[src/hw/rtl/wfa_pkg.sv]
// Shared types and constants for the worst-fit bin allocator.
// Used by wfa_ctrl, wfa_dp and worst_fit_max_heap_allocator_top; no dependencies.
package wfa_pkg;

  localparam int MAX_BINS_DEF = 64;
  localparam int CAP_BITS_DEF = 16;

  localparam int AMOUNT_W = 16;
  localparam int INDEX_W  = 6;
  localparam int CAPOUT_W = 17;

  localparam logic [1:0] ACT_LOAD  = 2'd0;
  localparam logic [1:0] ACT_ALLOC = 2'd1;
  localparam logic [1:0] ACT_DRAIN = 2'd2;

  localparam logic KIND_ALLOC = 1'b0;
  localparam logic KIND_DRAIN = 1'b1;

  typedef enum logic [2:0] {
    ST_IDLE,
    ST_ALLOC_SCAN,
    ST_ALLOC_DONE,
    ST_DRAIN_SCAN,
    ST_DRAIN_EMIT
  } wfa_state_t;

  typedef struct packed {
    logic load;          // append one bin
    logic scan_start;    // clear scan pointer and best candidate
    logic scan_run;      // issue reads and compare
    logic skip_taken;    // leave out bins already drained in this pass
    logic drain_start;   // clear taken flags and emit counter
    logic alloc_finish;  // write allocation answer, update capacity
    logic drain_emit;    // write drained bin, mark it exhausted
  } wfa_cmd_t;

  typedef struct packed {
    logic count_zero;
    logic scan_done;
    logic last_emit;
    logic out_free;
  } wfa_sts_t;

endpackage

[src/hw/rtl/worst_fit_max_heap_allocator_top.sv]
// Top level of the worst-fit bin allocator.
// Depends on wfa_pkg, wfa_ctrl and wfa_dp.
//
// Worst-fit bin allocator. Load transactions (action 0) append one bin with
// the given capacity; loads past MAX_BINS are dropped silently.
// Allocate (action 1) scans every loaded bin through the single read port of
// the capacity memory, one bin per cycle, picks the greatest remaining
// capacity (lowest index on ties) and answers with one transaction: the bin
// index and fits=1 after subtracting the request, or index 0 and fits=0.
// Drain (action 2) repeats that scan once per bin, skipping bins already
// emitted, and returns one transaction per loaded bin in descending capacity
// order with last set on the final one; exhausted bins report -1 and come
// after all live bins. A drain with no bins returns nothing. Every drained
// bin is exhausted from then on. One input transaction is worked on at a
// time; in_stall is low only while the sequencer is idle, and a finished
// result waits in the output register while the next input transaction is
// taken. Action code 3 is ignored.
module worst_fit_max_heap_allocator_top
  import wfa_pkg::*;
#(
  parameter int MAX_BINS = MAX_BINS_DEF,
  parameter int CAP_BITS = CAP_BITS_DEF
) (
  input  logic                       clk,
  input  logic                       rst_n,
  input  logic                       in_valid,
  output logic                       in_stall,
  input  logic [1:0]                 in_action,
  input  logic [AMOUNT_W-1:0]        in_amount,
  output logic                       out_valid,
  input  logic                       out_stall,
  output logic                       out_result_kind,
  output logic [INDEX_W-1:0]         out_bin_index,
  output logic                       out_fits,
  output logic signed [CAPOUT_W-1:0] out_capacity_out,
  output logic                       out_last
);

  wfa_cmd_t cmd;
  wfa_sts_t sts;

  // sequencer: decodes the action and steps the scan passes
  wfa_ctrl u_ctrl (
    .clk       (clk),
    .rst_n     (rst_n),
    .in_valid  (in_valid),
    .in_action (in_action),
    .in_stall  (in_stall),
    .sts       (sts),
    .cmd       (cmd)
  );

  // capacity memory, flags, compare unit and the output register
  wfa_dp #(
    .MAX_BINS (MAX_BINS),
    .CAP_BITS (CAP_BITS)
  ) u_dp (
    .clk              (clk),
    .rst_n            (rst_n),
    .in_amount        (in_amount),
    .cmd              (cmd),
    .sts              (sts),
    .out_stall        (out_stall),
    .out_valid        (out_valid),
    .out_result_kind  (out_result_kind),
    .out_bin_index    (out_bin_index),
    .out_fits         (out_fits),
    .out_capacity_out (out_capacity_out),
    .out_last         (out_last)
  );

endmodule

[src/hw/rtl/wfa_ctrl.sv]
// Sequencer for the worst-fit bin allocator: decodes transactions and steps scans.
// Depends on wfa_pkg; drives wfa_dp through wfa_cmd_t and reads wfa_sts_t.
module wfa_ctrl
  import wfa_pkg::*;
(
  input  logic       clk,
  input  logic       rst_n,
  input  logic       in_valid,
  input  logic [1:0] in_action,
  output logic       in_stall,
  input  wfa_sts_t   sts,
  output wfa_cmd_t   cmd
);

  wfa_state_t state_r, state_nxt;

  always_ff @(posedge clk) begin
    if (!rst_n) begin
      state_r <= ST_IDLE;
    end else begin
      state_r <= state_nxt;
    end
  end

  always_comb begin
    state_nxt = state_r;
    cmd       = '0;
    in_stall  = 1'b1;
    case (state_r)
      ST_IDLE: begin
        in_stall = 1'b0;
        if (in_valid) begin
          case (in_action)
            ACT_LOAD: begin
              cmd.load = 1'b1;
            end
            ACT_ALLOC: begin
              cmd.scan_start = 1'b1;
              state_nxt      = ST_ALLOC_SCAN;
            end
            ACT_DRAIN: begin
              if (!sts.count_zero) begin
                cmd.scan_start  = 1'b1;
                cmd.drain_start = 1'b1;
                state_nxt       = ST_DRAIN_SCAN;
              end
            end
            default: begin
            end
          endcase
        end
      end
      ST_ALLOC_SCAN: begin
        cmd.scan_run = 1'b1;
        if (sts.scan_done) begin
          state_nxt = ST_ALLOC_DONE;
        end
      end
      ST_ALLOC_DONE: begin
        if (sts.out_free) begin
          cmd.alloc_finish = 1'b1;
          state_nxt        = ST_IDLE;
        end
      end
      ST_DRAIN_SCAN: begin
        cmd.scan_run   = 1'b1;
        cmd.skip_taken = 1'b1;
        if (sts.scan_done) begin
          state_nxt = ST_DRAIN_EMIT;
        end
      end
      ST_DRAIN_EMIT: begin
        if (sts.out_free) begin
          cmd.drain_emit = 1'b1;
          if (sts.last_emit) begin
            state_nxt = ST_IDLE;
          end else begin
            cmd.scan_start = 1'b1;
            state_nxt      = ST_DRAIN_SCAN;
          end
        end
      end
      default: begin
        state_nxt = ST_IDLE;
      end
    endcase
  end

endmodule

[src/hw/rtl/wfa_dp.sv]
// Datapath of the worst-fit bin allocator: capacity memory, flags, scan unit, output register.
// Depends on wfa_pkg; commanded by wfa_ctrl.
module wfa_dp
  import wfa_pkg::*;
#(
  parameter int MAX_BINS = MAX_BINS_DEF,
  parameter int CAP_BITS = CAP_BITS_DEF
) (
  input  logic                       clk,
  input  logic                       rst_n,
  input  logic [AMOUNT_W-1:0]        in_amount,
  input  wfa_cmd_t                   cmd,
  output wfa_sts_t                   sts,
  input  logic                       out_stall,
  output logic                       out_valid,
  output logic                       out_result_kind,
  output logic [INDEX_W-1:0]         out_bin_index,
  output logic                       out_fits,
  output logic signed [CAPOUT_W-1:0] out_capacity_out,
  output logic                       out_last
);

  localparam int IDX_W = (MAX_BINS > 1) ? $clog2(MAX_BINS) : 1;
  localparam int CNT_W = $clog2(MAX_BINS + 1);
  localparam int VAL_W = CAP_BITS + 1;
  localparam int CMP_W = (CAP_BITS > AMOUNT_W) ? CAP_BITS : AMOUNT_W;
  localparam logic [CNT_W-1:0] MAX_CNT = CNT_W'(MAX_BINS);

  logic [CAP_BITS-1:0] cap_mem [MAX_BINS];
  logic [CAP_BITS-1:0] rd_data_r;
  logic [IDX_W-1:0]    rd_addr;
  logic                wr_en;
  logic [IDX_W-1:0]    wr_addr;
  logic [CAP_BITS-1:0] wr_data;

  logic [CNT_W-1:0]    bin_count_r;
  logic [CNT_W-1:0]    emit_cnt_r;
  logic [MAX_BINS-1:0] exh_r;
  logic [MAX_BINS-1:0] taken_r;
  logic [AMOUNT_W-1:0] amount_r;

  logic [CNT_W-1:0]    ptr_r;
  logic                pipe_vld_r;
  logic [IDX_W-1:0]    pipe_idx_r;
  logic                pipe_exh_r;
  logic                pipe_skip_r;
  logic                best_found_r;
  logic signed [VAL_W-1:0] best_val_r;
  logic [IDX_W-1:0]    best_idx_r;

  logic                out_valid_r;
  logic                out_kind_r;
  logic [INDEX_W-1:0]  out_idx_r;
  logic                out_fits_r;
  logic signed [CAPOUT_W-1:0] out_cap_r;
  logic                out_last_r;

  logic signed [VAL_W-1:0] cand_val;
  logic                take;
  logic                can_load;
  logic [CAP_BITS-1:0] best_cap;
  logic                alloc_fit;
  logic [CNT_W-1:0]    emit_inc;

  assign rd_addr   = ptr_r[IDX_W-1:0];
  assign can_load  = cmd.load && (bin_count_r < MAX_CNT);
  assign best_cap  = best_val_r[CAP_BITS-1:0];
  assign alloc_fit = best_found_r && !best_val_r[VAL_W-1] &&
                     (CMP_W'(amount_r) <= CMP_W'(best_cap));
  assign emit_inc  = emit_cnt_r + 1'b1;

  // exhausted bins rank as -1, below every live capacity
  assign cand_val = pipe_exh_r ? '1 : $signed({1'b0, rd_data_r});
  assign take     = pipe_vld_r && !pipe_skip_r &&
                    (!best_found_r || (cand_val > best_val_r));

  always_comb begin
    wr_en   = 1'b0;
    wr_addr = bin_count_r[IDX_W-1:0];
    wr_data = CAP_BITS'(in_amount);
    if (can_load) begin
      wr_en = 1'b1;
    end else if (cmd.alloc_finish && alloc_fit) begin
      wr_en   = 1'b1;
      wr_addr = best_idx_r;
      wr_data = CAP_BITS'(CMP_W'(best_cap) - CMP_W'(amount_r));
    end
  end

  always_ff @(posedge clk) begin
    if (wr_en) begin
      cap_mem[wr_addr] <= wr_data;
    end
    rd_data_r <= cap_mem[rd_addr];
  end

  // bin count, exhausted and taken flags
  always_ff @(posedge clk) begin
    if (!rst_n) begin
      bin_count_r <= '0;
      emit_cnt_r  <= '0;
      exh_r       <= '0;
      taken_r     <= '0;
    end else begin
      if (can_load) begin
        bin_count_r                     <= bin_count_r + 1'b1;
        exh_r[bin_count_r[IDX_W-1:0]]   <= 1'b0;
      end
      if (cmd.drain_start) begin
        taken_r    <= '0;
        emit_cnt_r <= '0;
      end
      if (cmd.drain_emit) begin
        exh_r[best_idx_r]   <= 1'b1;
        taken_r[best_idx_r] <= 1'b1;
        emit_cnt_r          <= emit_inc;
      end
    end
  end

  always_ff @(posedge clk) begin
    if (cmd.scan_start && !cmd.drain_emit) begin
      amount_r <= in_amount;
    end
  end

  // scan: one read issued per cycle, compared in the cycle after it is issued
  always_ff @(posedge clk) begin
    if (!rst_n) begin
      ptr_r        <= '0;
      pipe_vld_r   <= 1'b0;
      best_found_r <= 1'b0;
    end else if (cmd.scan_start) begin
      ptr_r        <= '0;
      pipe_vld_r   <= 1'b0;
      best_found_r <= 1'b0;
    end else if (cmd.scan_run) begin
      if (ptr_r < bin_count_r) begin
        pipe_vld_r <= 1'b1;
        ptr_r      <= ptr_r + 1'b1;
      end else begin
        pipe_vld_r <= 1'b0;
      end
      if (take) begin
        best_found_r <= 1'b1;
      end
    end
  end

  always_ff @(posedge clk) begin
    pipe_idx_r  <= ptr_r[IDX_W-1:0];
    pipe_exh_r  <= exh_r[ptr_r[IDX_W-1:0]];
    pipe_skip_r <= cmd.skip_taken && taken_r[ptr_r[IDX_W-1:0]];
    if (cmd.scan_run && take) begin
      best_val_r <= cand_val;
      best_idx_r <= pipe_idx_r;
    end
  end

  // output register
  always_ff @(posedge clk) begin
    if (!rst_n) begin
      out_valid_r <= 1'b0;
    end else if (cmd.alloc_finish || cmd.drain_emit) begin
      out_valid_r <= 1'b1;
    end else if (!out_stall) begin
      out_valid_r <= 1'b0;
    end
  end

  always_ff @(posedge clk) begin
    if (cmd.alloc_finish) begin
      out_kind_r <= KIND_ALLOC;
      out_idx_r  <= alloc_fit ? INDEX_W'(best_idx_r) : '0;
      out_fits_r <= alloc_fit;
      out_cap_r  <= '0;
      out_last_r <= 1'b1;
    end else if (cmd.drain_emit) begin
      out_kind_r <= KIND_DRAIN;
      out_idx_r  <= INDEX_W'(best_idx_r);
      out_fits_r <= 1'b0;
      out_cap_r  <= CAPOUT_W'(best_val_r);
      out_last_r <= sts.last_emit;
    end
  end

  assign sts.count_zero = (bin_count_r == '0);
  assign sts.scan_done  = (ptr_r >= bin_count_r) && !pipe_vld_r;
  assign sts.last_emit  = (emit_inc == bin_count_r);
  assign sts.out_free   = !out_valid_r || !out_stall;

  assign out_valid        = out_valid_r;
  assign out_result_kind  = out_kind_r;
  assign out_bin_index    = out_idx_r;
  assign out_fits         = out_fits_r;
  assign out_capacity_out = out_cap_r;
  assign out_last         = out_last_r;

`ifndef ASSERT_OFF
  a_full_load_ignored: assert property (@(posedge clk) disable iff (!rst_n)
    (cmd.load && bin_count_r == MAX_CNT) |=> $stable(bin_count_r))
    else $error("load into a full bin set changed the count");

  a_emit_marks_bin: assert property (@(posedge clk) disable iff (!rst_n)
    cmd.drain_emit |=> (exh_r[$past(best_idx_r)] && taken_r[$past(best_idx_r)]))
    else $error("drained bin not marked exhausted and taken");

  a_emit_has_candidate: assert property (@(posedge clk) disable iff (!rst_n)
    cmd.drain_emit |-> best_found_r)
    else $error("drain emitted without a scanned candidate");

  a_emit_count_bound: assert property (@(posedge clk) disable iff (!rst_n)
    emit_cnt_r <= bin_count_r)
    else $error("more drained results than loaded bins");
`endif

endmodule
[config.mk]
export PLATFORM = sky130hd
export DESIGN_NAME = worst_fit_max_heap_allocator_top
export DESIGN_NICKNAME = d
export VERILOG_FILES = /design/src/hw/rtl/wfa_pkg.sv /design/src/hw/rtl/worst_fit_max_heap_allocator_top.sv /design/src/hw/rtl/wfa_ctrl.sv /design/src/hw/rtl/wfa_dp.sv
export SDC_FILE = /design/constraint.sdc
export NUM_CORES = 2
export LEC_CHECK = 0
export BUFFER_PORTS_ARGS = -buffer_cell sky130_fd_sc_hd__clkbuf_2
export CAP_MARGIN = 10
export CORE_UTILIZATION = 65
export CTS_CLUSTER_SIZE = 8
export DETAILED_ROUTE_END_ITERATION = 6
export MAX_ROUTING_LAYER = met4
export PLACE_DENSITY = 0.93
export SETUP_SLACK_MARGIN = 0.3
export SLEW_MARGIN = 5
export SYNTH_ARGS = -nofsm -noshare
export SYNTH_HDL_FRONTEND = slang
export SYNTH_SLANG_ARGS = --single-unit
export TNS_END_PERCENT = 30
[constraint.sdc]
create_clock -name clk -period 10 [get_ports clk]
set_input_delay 1.5 -clock clk [delete_from_list [all_inputs] [get_ports clk]]
set_output_delay 1.5 -clock clk [all_outputs]
set_load 0.02 [all_outputs]
==> results.sh <==
export IMPL_drc=593
export IMPL_nets=3015
export IMPL_timing_rr_end="u_dp.rd_data_r[8]"
export IMPL_drt_total_wl_um=169000
export IMPL_first_pass_iters=7
export IMPL_grt_usage_pct=43.8
export IMPL_grt_max_degree=148
export IMPL_htree_levels=4
export IMPL_clockBufferDepth=3
export IMPL_hold_ws_ns=0.413
export IMPL_min_to="u_dp.best_idx_r[3]"
export IMPL_cts_buffers=176
export IMPL_layout_common_cells="1,070 x edfxtp_1, 358 x mux4_2, 220 x nand2_1"
export IMPL_min_path_cells=0
export IMPL_max_freq_ghz=0.183
export IMPL_pre_cts_slack_ns=4.44
export IMPL_start_util_pct=65.7
export IMPL_gp_congestion=0.959
export IMPL_grt_ovfl_total=0
export IMPL_drt_initial_drc_count=6123
export IMPL_worst_slew_pin_slew_ns=1.48
export IMPL_areaGrowthSynthToFinish_pct=13.9
export IMPL_die_height_um=282
export IMPL_hold_class="reg2reg"
export IMPL_grt_first_pass_wirelength_um=231000
export IMPL_synth_seq_cells=1268
export IMPL_status="finished with violations"
export IMPL_design_area_mm2=0.0581
export IMPL_fin_cells=4078
export IMPL_hold_viol_final=0
export IMPL_syn_inst=2798
export IMPL_worstHoldStart="u_dp.pipe_idx_r[3]"
export IMPL_clock_latency_ns=0.81
export IMPL_core_mm2=0.0776
export IMPL_ys_seq_area_share_pct=70.8
export IMPL_via_per_inst=7.88
export IMPL_cts_root_buf="clkbuf_16"
export IMPL_std_cell_rows=102
export IMPL_n_fill_cell=3816
export IMPL_setup_viol=0
export IMPL_cts_clk_slew_worst_paths_ns=0.06
export IMPL_seqCellArea_mm2=0.0361
export IMPL_cts_setup_buffers=0
export IMPL_cts_tree="yes"
export IMPL_worstSetupStartpointType="register"
export IMPL_relSlewSlack_pct=1.64
export IMPL_ios=50
export IMPL_cts_repair_resized=0
export IMPL_synth_edf_count=1070
export IMPL_r2r_start="u_dp.ptr_r[0]"
export IMPL_crit_fanout=84
export IMPL_finalMaxSlewViolations=0
export IMPL_powerDensity_mw_per_mm2=209
export IMPL_end_kind="register"
export IMPL_violations="design-rule violations"
export IMPL_leakagePower_nw=18.4
export IMPL_yosysUniqueCellTypes=63
export IMPL_r2r_slack_ns=4.54
export IMPL_ys_warn_count=0
export IMPL_die_width_um=282
export IMPL_avgSynthCellArea_um2=18.2
export IMPL_dpl_instance_area_mm2=0.0528
export IMPL_reg2reg_depth=6
export IMPL_antenna_found_initial=18
export IMPL_place_inst=3801
export IMPL_drt_wirelength_per_cell_um=41.5
export IMPL_setup_ws_ns=4.54
export IMPL_dpl_hpwl_um=82700
export IMPL_hold_buffers=0
export IMPL_dieArea_mm2=0.0796
export IMPL_multi_input_area_mm2=0.0145
export IMPL_syn_nets=2868
export IMPL_min_period_over_period_pct=54.6
export IMPL_required_ns=10.56
export IMPL_layout_commonest_cell="edfxtp_1"
export IMPL_tns_ns=0
export IMPL_rsz0062_at_grt="false"
export IMPL_arrival_ns=6.02
export IMPL_drive_gt1_share_pct=26.6
export IMPL_dr_total_vias=32100
export IMPL_max_vdd_ir_drop_mv=0.270
export IMPL_crit_type="reg2reg"
export IMPL_syn_cell_area_mm2=0.0510
export IMPL_synth_flop_cell="edfxtp_1"
export IMPL_ant_nets=0
export IMPL_grt_pass1_vias=31100
export IMPL_fin_crit_ns=5.46
export IMPL_synthArstFlopShare_pct=0
export IMPL_clkSinkCount=1268
export IMPL_max_cap_violations=0
export IMPL_skew_ns=0.0388
export IMPL_portBuffers=49
==> cells by family after synthesis <==
group / after synthesis / synth area share [%]
AND/OR/NAND/NOR: 492 / 4.44
buffers and inverters: 215 / 1.89
multiplexers: 394 / 16.6
XOR/XNOR: 29 / 0.498
flip-flops: 1268 / 70.8
adder cells (fa/ha/maj): 48 / 1.19
AO/OA/AOI/OAI: 352 / 4.63
==> report_power, final <==
group          switching, mW  leakage (nW)  total, mW  internal [mW]
registers             0.0409          11.2       5.82           5.78
clock network           2.41          2.39       5.67           3.27
logic                  0.430          4.75      0.625          0.195
==> flip-flops by register name, summed over array words and instances (netlist names), 6 cells and up <==
signal                 flops
u_dp.cap_mem            1024
u_dp.ptr_r                 7
u_dp.pipe_idx_r            6
u_dp.exh_r                64
u_dp.out_capacity_out     17
u_dp.rd_data_r            16
u_dp.emit_cnt_r            7
u_dp.bin_count_r           7
u_dp.out_bin_index         6
u_dp.amount_r             16
u_dp.best_val_r           17
u_dp.taken_r              64
u_dp.best_idx_r            6
==> routing by layer <==
layer | GRT usage, % | wire length, µm | up-vias
li1 | - | - | 11500
met1 | 51.1 | 50500 | 15700
met2 | 65.8 | 78500 | 3827
met3 | 13.7 | 24300 | 1127
met4 | 29.3 | 15800 | 0
met5 | - | 0 | -
==> critical path, stage by stage (launching register included) <==
cell and delay (ns):
dfxtp_4 0.82, buf_4 0.98, buf_12 0.59, mux4_2 0.67
mux4_2 0.50, a22oi_1 1.12, nand2_1 0.35
==> how the worst max path moves through the flow <==
stage / startpoint / to / slack [ns] / depth (start not counted)
after floorplan: out_stall / u_dp.cap_mem[0][13] / 3.89 / 8
after global placement: out_stall / u_dp.cap_mem[23][0] / 4.76 / 8
after detailed placement: out_stall / u_dp.cap_mem[23][1] / 4.44 / 8
after CTS: u_dp.best_val_r[0] / u_dp.cap_mem[23][1] / 4.61 / 10
after global routing: u_dp.ptr_r[0] / u_dp.rd_data_r[8] / 4.47 / 6
final: u_dp.ptr_r[0] / u_dp.rd_data_r[8] / 4.54 / 6
==> final cells by class <==
cell class / count / share of cell area, %
flip-flops and latches: 1268 / 62.2
multi-input cells: 1315 / 25.0
clock buffers: 230 / 8.04
well taps: 1040 / 2.24
repair buffers: 126 / 1.54
clock inverters: 13 / 0.455
inverters: 58 / 0.375
diodes: 28 / 0.121
==> synth_stat cells, drive strengths merged (2+ instances only) <==
master	instances	share of area (%)
nand2b	8	0.098
or3	6	0.074
or2	15	0.18
edfxtp	1070	63
a211oi	8	0.12
nand3	22	0.22
a22oi	36	0.55
nor2b	19	0.23
inv	58	0.43
a21o	10	0.15
clkbuf	90	0.67
o31ai	2	0.029
dfxtp	198	7.8
o21a	6	0.088
o211ai	3	0.044
a211o	2	0.034
xor2	7	0.12
buf	67	0.80
nor4	6	0.074
a31oi	4	0.079
and2	18	0.22
ha	47	1.2
mux2i	19	0.37
a21oi	44	0.43
and3	6	0.074
a21boi	135	2.0
nand4	11	0.13
nor3b	3	0.054
mux4	358	16
mux2	17	0.38
nor2	64	0.47
a32oi	2	0.049
xnor2	22	0.38
nand2	220	1.6
o21ai	89	0.87
nor3	88	0.90
nand3b	3	0.044
==> stage by stage <==
stage	utilization [%]	total power [mW]
floorplan	-	6.27
global placement	68.1	6.45
detailed placement	68.1	6.49
CTS	74.4	12.0
global route	74.8	12.3
finish	74.8	12.1
Power figures use the tool's default switching activity.
